[src/rtl/topt_ram.sv]
// Generic single-write, single-read RAM with a registered read port.
// No dependencies.
module topt_ram #(
  parameter int WIDTH = 32,
  parameter int DEPTH = 64
) (
  input  logic                     clk,
  input  logic                     we,
  input  logic [$clog2(DEPTH)-1:0] waddr,
  input  logic [WIDTH-1:0]         wdata,
  input  logic                     re,
  input  logic [$clog2(DEPTH)-1:0] raddr,
  output logic [WIDTH-1:0]         rdata
);

  logic [WIDTH-1:0] mem [DEPTH];
  logic [WIDTH-1:0] rdata_r;

  // Write port and registered read port.
  always_ff @(posedge clk) begin
    if (we) begin
      mem[waddr] <= wdata;
    end
    if (re) begin
      rdata_r <= mem[raddr];
    end
  end

  assign rdata = rdata_r;

endmodule

[config.mk]
export PLATFORM = sky130hd
export DESIGN_NAME = topt_ram
export DESIGN_NICKNAME = d
export VERILOG_FILES = /design/src/rtl/topt_ram.sv
export SDC_FILE = /design/constraint.sdc
export NUM_CORES = 2
export LEC_CHECK = 0
export BUFFER_PORTS_ARGS = -buffer_cell sky130_fd_sc_hd__buf_2
export CORE_MARGIN = 2
export CORE_UTILIZATION = 50
export CTS_BUF_LIST = sky130_fd_sc_hd__clkbuf_2 sky130_fd_sc_hd__clkbuf_4 sky130_fd_sc_hd__clkbuf_8
export DETAILED_ROUTE_END_ITERATION = 10
export HOLD_SLACK_MARGIN = 0.03
export MAX_ROUTING_LAYER = met4
export PLACE_DENSITY = 0.71
export SLEW_MARGIN = 20
export SYNTH_ARGS = -nofsm -noshare
export SYNTH_HDL_FRONTEND = slang
export SYNTH_SLANG_ARGS = --single-unit
[constraint.sdc]
create_clock -name clk -period 5.35 [get_ports clk]
set_clock_uncertainty 0.2 [all_clocks]
set_input_delay 1.605 -clock clk [delete_from_list [all_inputs] [get_ports clk]]
set_output_delay 1.605 -clock clk [all_outputs]
set_load 0.01 [all_outputs]
* Word level (Yosys, flattened, before mapping)
Memory sizes are Yosys's and may differ from the RTL's. A register that Yosys moved wholly into a read port is not among the register bits.
Index checks and enable logic that the tools add are counted.
** Operators by class
- Mux-type cells :: 2
** Operator list (number)
- two-way mux 1 bit :: 2
** Storage, ports and cells
- Register bits :: 0
- Memory bits (writable) :: 2048
- Input bits :: 47
- Logic and storage cells :: 3
- Memories kept :: 1
** Memory list
- mem :: words 64, bits a word 32, read ports 1, clocked after memory_dff 1, write ports 1, RTL line 16 : logic [WIDTH-1:0] mem [DEPTH];

* Longest topological paths before layout
- Depth in word-level cells :: 2
- Gate-level depth with buffers :: 10
- Depth with buffers taken out :: 5

* Worst setup path after synthesis
OpenSTA, ideal clock, no wires.
- Path type :: input-to-reg
- Start point :: input port waddr[3]
- End point :: memory mem[48][0] (enable)
- Library setup time :: 0.461 ns
- Arrival :: 4.304 ns
- Required time :: 4.689 ns
- Slack :: 0.385 ns
- Stages :: 4
- Buffers on the path :: 1
- Path through :: clkbuf_1 nor2b_1 nand4b_1 nor3_1
** RTL lines
- start, declared :: RTL line 9 : input logic [$clog2(DEPTH)-1:0] waddr,
- end, declared :: RTL line 16
No word-level cell before the write port.

==> summary.log <==
[setup_path] Crit-path slowest cell sky130_fd_sc_hd__o22ai_1
[timing] Sum Neg Setup Slack 0 ns
[timing] worst slew pin tran 1.100 ns
[setup_path] type of element capturing the critical path flip-flop
[clock_tree] TritonCTS clock tree yes
[timing] Tcrit/Tclk final 75.58%
[route] final wirelength 197.0 mm
[synthesis] sequential fraction of the synthesis area 79.23%
[floorplan] initial cell density of the core 50.41%
[synthesis] async set-or-reset flop fraction in the synthesized netlist 0%
[floorplan] number of core rows 145
[setup_path] most numerous cell on the critical path sky130_fd_sc_hd__mux4_2
[route] DRC errors left 0
[floorplan] floorplan die height 401.1 um
[floorplan] IO Pins 79
[route] Routed WL per cell 32.65 um
[setup_path] highest cell delay on the worst timing path 0.70 ns
[clock_tree] number of resized instances in the post-cts repair step 0
[clock_tree] Skew-Pair Late Insertion Delay 1.00 ns
[timing] unrepaired setup endpoints after global routing false
[synthesis] post-synthesis cell type with the largest combined area sky130_fd_sc_hd__edfxtp_1
[layout] Final Instance Count excl. Fillers 6034
[global_routing] aggregate global-route resource usage 25.34%
[hold_path] class of the most critical hold timing path flip-flop to flip-flop
[clock_tree] clock sinks 2080
[global_routing] first-pass GRT wire length 280.2 mm
[global_routing] maximum number of pins on one net before global-route repair 81
[global_routing] number of antenna violations at the first check in global routing 21
[placed_design] number of instances in the placed design 5458
[clock_tree] Setup Fix Bufs, Post-CTS 0
[timing] maximum clock rate 0.2473 GHz
[floorplan] Horiz. Die Dim 401.1 um
[floorplan] area enclosed by the die boundary 0.1609 mm^2
[layout] combined flip-flop and latch cell area 0.06246 mm^2
[power_and_ir_drop] VDD IR-drop max 0.2684 mV
[placed_design] HPWL after detailed placement 107.8 mm
[global_routing] global-route congestion overflow total 0
[route] antenna-violating nets left 0
[route] length of the first detailed-routing pass in iterations 5
[synthesis] Netlist cell types 33
[placed_design] Placed Area 0.08330 mm^2
[route] DR vias 38480
[layout] post-layout instance area 0.08950 mm^2
[power_and_ir_drop] total power draw 32.43 mW
[route] number of violations reported at the end of detailed-routing iteration 0 5099
[setup_path] worst path arrival time 4.57 ns
[run] max-cap viol count 0
[synthesis] Post-Synthesis Cell Area 0.07884 mm^2
[placed_design] final weighted congestion of routability-driven global placement 0.8409
[synthesis] prevailing post-synth register cell sky130_fd_sc_hd__edfxtp_1
[clock_tree] Clk pin slew, worst setup/hold paths 0.06 ns
[synthesis] share of the synthesized area in the top cell type 79.23%
[route] mean number of vias per cell 6.377
[synthesis] cell types with the largest area share after synthesis sky130_fd_sc_hd__edfxtp_1 (79%), sky130_fd_sc_hd__mux4_2 (16%), sky130_fd_sc_hd__mux2i_1 (1.2%)
[synthesis] top cells by instance count after synthesis sky130_fd_sc_hd__edfxtp_1 (2080), sky130_fd_sc_hd__mux4_2 (544), sky130_fd_sc_hd__nor2_1 (137)
[timing] final critical-path required period 4.043 ns
[timing] number of hold violations in the final report 0
[timing] pins over their slew limit 0
[setup_path] CP startpoint kind input port
[layout] net total in the final layout 3787
[outcome] result of the run finished clean
[synthesis] Net Count, Synth 3371
[layout] Fill cells 10998
[timing] slew margin rel. 26.65%
[clock_tree] Num CTS Buffers 337
[synthesis] Synth Instances 3324
[layout] synthesis-to-finish area growth 13.53%
[setup_path] biggest fanout along the worst timing path 42
[synthesis] Mapped Avg Cell Area 23.72 um^2
[synthesis] most repeated cell in the gate-level netlist after synthesis sky130_fd_sc_hd__edfxtp_1
[layout] area taken by multi-input logic gates 0.01597 mm^2
[setup_path] data required time of the worst path 5.88 ns
[synthesis] Post-synth EDFFs 2080
[global_routing] via count of the first global-routing pass 38522
[setup_path] slack of the worst reg-to-reg path 2.75 ns
[placed_design] PortBufs 78
[clock_tree] hold buffer count at CTS 0
[timing] setup violation total in the final timing report 0
[synthesis] synthesis warning total 0
[power_and_ir_drop] reported leakage power 28.03 nW
[setup_path] Crit Path Category input port to flip-flop
[clock_tree] maximum clock path buffer count 4
[power_and_ir_drop] power density of the placed cells 362.4 mW/mm^2
[layout] fraction of layout instances using a drive strength above 1 34.13%
[setup_path] cells along the critical path buf_8 > buf_12 > buf_4 > mux4_2 > mux4_2 > o22ai_1 > nor2_1
[clock_tree] H-tree level count 5
[synthesis] count of state elements after synthesis 2080
[clock_tree] CTS root buffer sky130_fd_sc_hd__clkbuf_8
[floorplan] area of the core 0.1564 mm^2
## critical path: cells and delay by family
| family | cells | cell delay [ns] |
|---|---|---|
| compound gates | 1 | 0.70 |
| simple gates | 1 | 0.10 |
| buf+inv | 3 | 1.02 |
| mux | 2 | 1.02 |
## routing by layer
metal	global-route usage, %	vias to the layer above	part of all wire (%)
met5	-	-	0
li1	-	15185	-
met3	5.935	285	12
met1	35.68	20602	39
met4	7.296	0	2.4
met2	37.49	2408	47
## power breakdown
group / internal [mW] / leakage, nW / switching [mW] / total (mW)
combinational: 0.635 / 6.09 / 0.985 / 1.62
sequential: 18.1 / 18.7 / 0.0616 / 18.1
clock: 6.81 / 3.21 / 5.85 / 12.7
## final timing paths
kind,startpoint,endpoint,cells past startpoint
setup / recovery,raddr[0],rdata[10],7
hold / removal,mem[13][17],rdata[17],4
setup reg to reg,mem[30][10],rdata[10],4
hold reg to reg,mem[13][17],rdata[17],4
## sequential cells by signal, summed over array words and instances, names as in the netlist
name / count
mem: 2048
rdata: 32
## cell type report
type	count	area share, %
Clock buffer	449	6.157
Tap cell	2058	2.877
Clock inverter	106	0.6151
Sequential cell	2080	69.79
Antenna cell	20	0.05592
Timing Repair Buffer	259	2.665
Multi-Input combinational cell	1062	17.84
## cell families after synthesis
kind of cell	synth area share [%]
flops	79.23
buf+inv	1.124
simple gates	1.260
mux	16.72
compound gates	1.666
## per-stage QoR
step | worst slack, ns | util, % | hold slack (ns)
floorplan | 0.3852 | - | 0.5502
global placement | 0.1746 | 53.23 | 0.6007
detailed placement | 0.2384 | 53.27 | 0.6285
CTS | 1.343 | 57.14 | 0.6479
global route | 1.286 | 57.21 | 0.6943
finish | 1.307 | 57.23 | 0.6433
## cell usage in the layout, fill, tap and decap left out, types with 2 or more instances in the layout
master	netlist	routed
sky130_fd_sc_hd__edfxtp_1	2080	2080
sky130_fd_sc_hd__mux4_2	544	544
sky130_fd_sc_hd__clkbuf_8	0	342
sky130_fd_sc_hd__buf_4	25	165
sky130_fd_sc_hd__clkbuf_4	0	107
sky130_fd_sc_hd__mux2i_1	93	93
sky130_fd_sc_hd__o22ai_1	84	84
sky130_fd_sc_hd__clkinv_1	0	77
sky130_fd_sc_hd__nor2_1	137	75
sky130_fd_sc_hd__a21oi_1	62	62
sky130_fd_sc_hd__nor2_4	0	62
sky130_fd_sc_hd__buf_2	57	49
sky130_fd_sc_hd__buf_12	0	40
sky130_fd_sc_hd__o221ai_1	27	27
sky130_fd_sc_hd__nand2_1	26	26
sky130_fd_sc_hd__diode_2	0	20
sky130_fd_sc_hd__clkinv_2	0	19
sky130_fd_sc_hd__nor2b_1	15	15
sky130_fd_sc_hd__a22oi_1	12	12
sky130_fd_sc_hd__a311oi_1	8	8
sky130_fd_sc_hd__nand2b_1	8	7
sky130_fd_sc_hd__nand3b_1	5	5
sky130_fd_sc_hd__nor3_1	7	5
sky130_fd_sc_hd__nand3_1	5	5
sky130_fd_sc_hd__clkinvlp_4	0	5
sky130_fd_sc_hd__and3_1	4	4
sky130_fd_sc_hd__a41o_1	4	4
sky130_fd_sc_hd__o32ai_1	4	4
sky130_fd_sc_hd__bufinv_16	0	4
sky130_fd_sc_hd__or3b_2	3	3
sky130_fd_sc_hd__or3_1	3	3
sky130_fd_sc_hd__buf_8	0	3
sky130_fd_sc_hd__or2_1	1	2
sky130_fd_sc_hd__and2_1	2	2
sky130_fd_sc_hd__or3b_1	2	2
sky130_fd_sc_hd__nor3_2	0	2
sky130_fd_sc_hd__nand4_1	2	2
sky130_fd_sc_hd__buf_16	0	2
(Power assumes the default switching activity.)
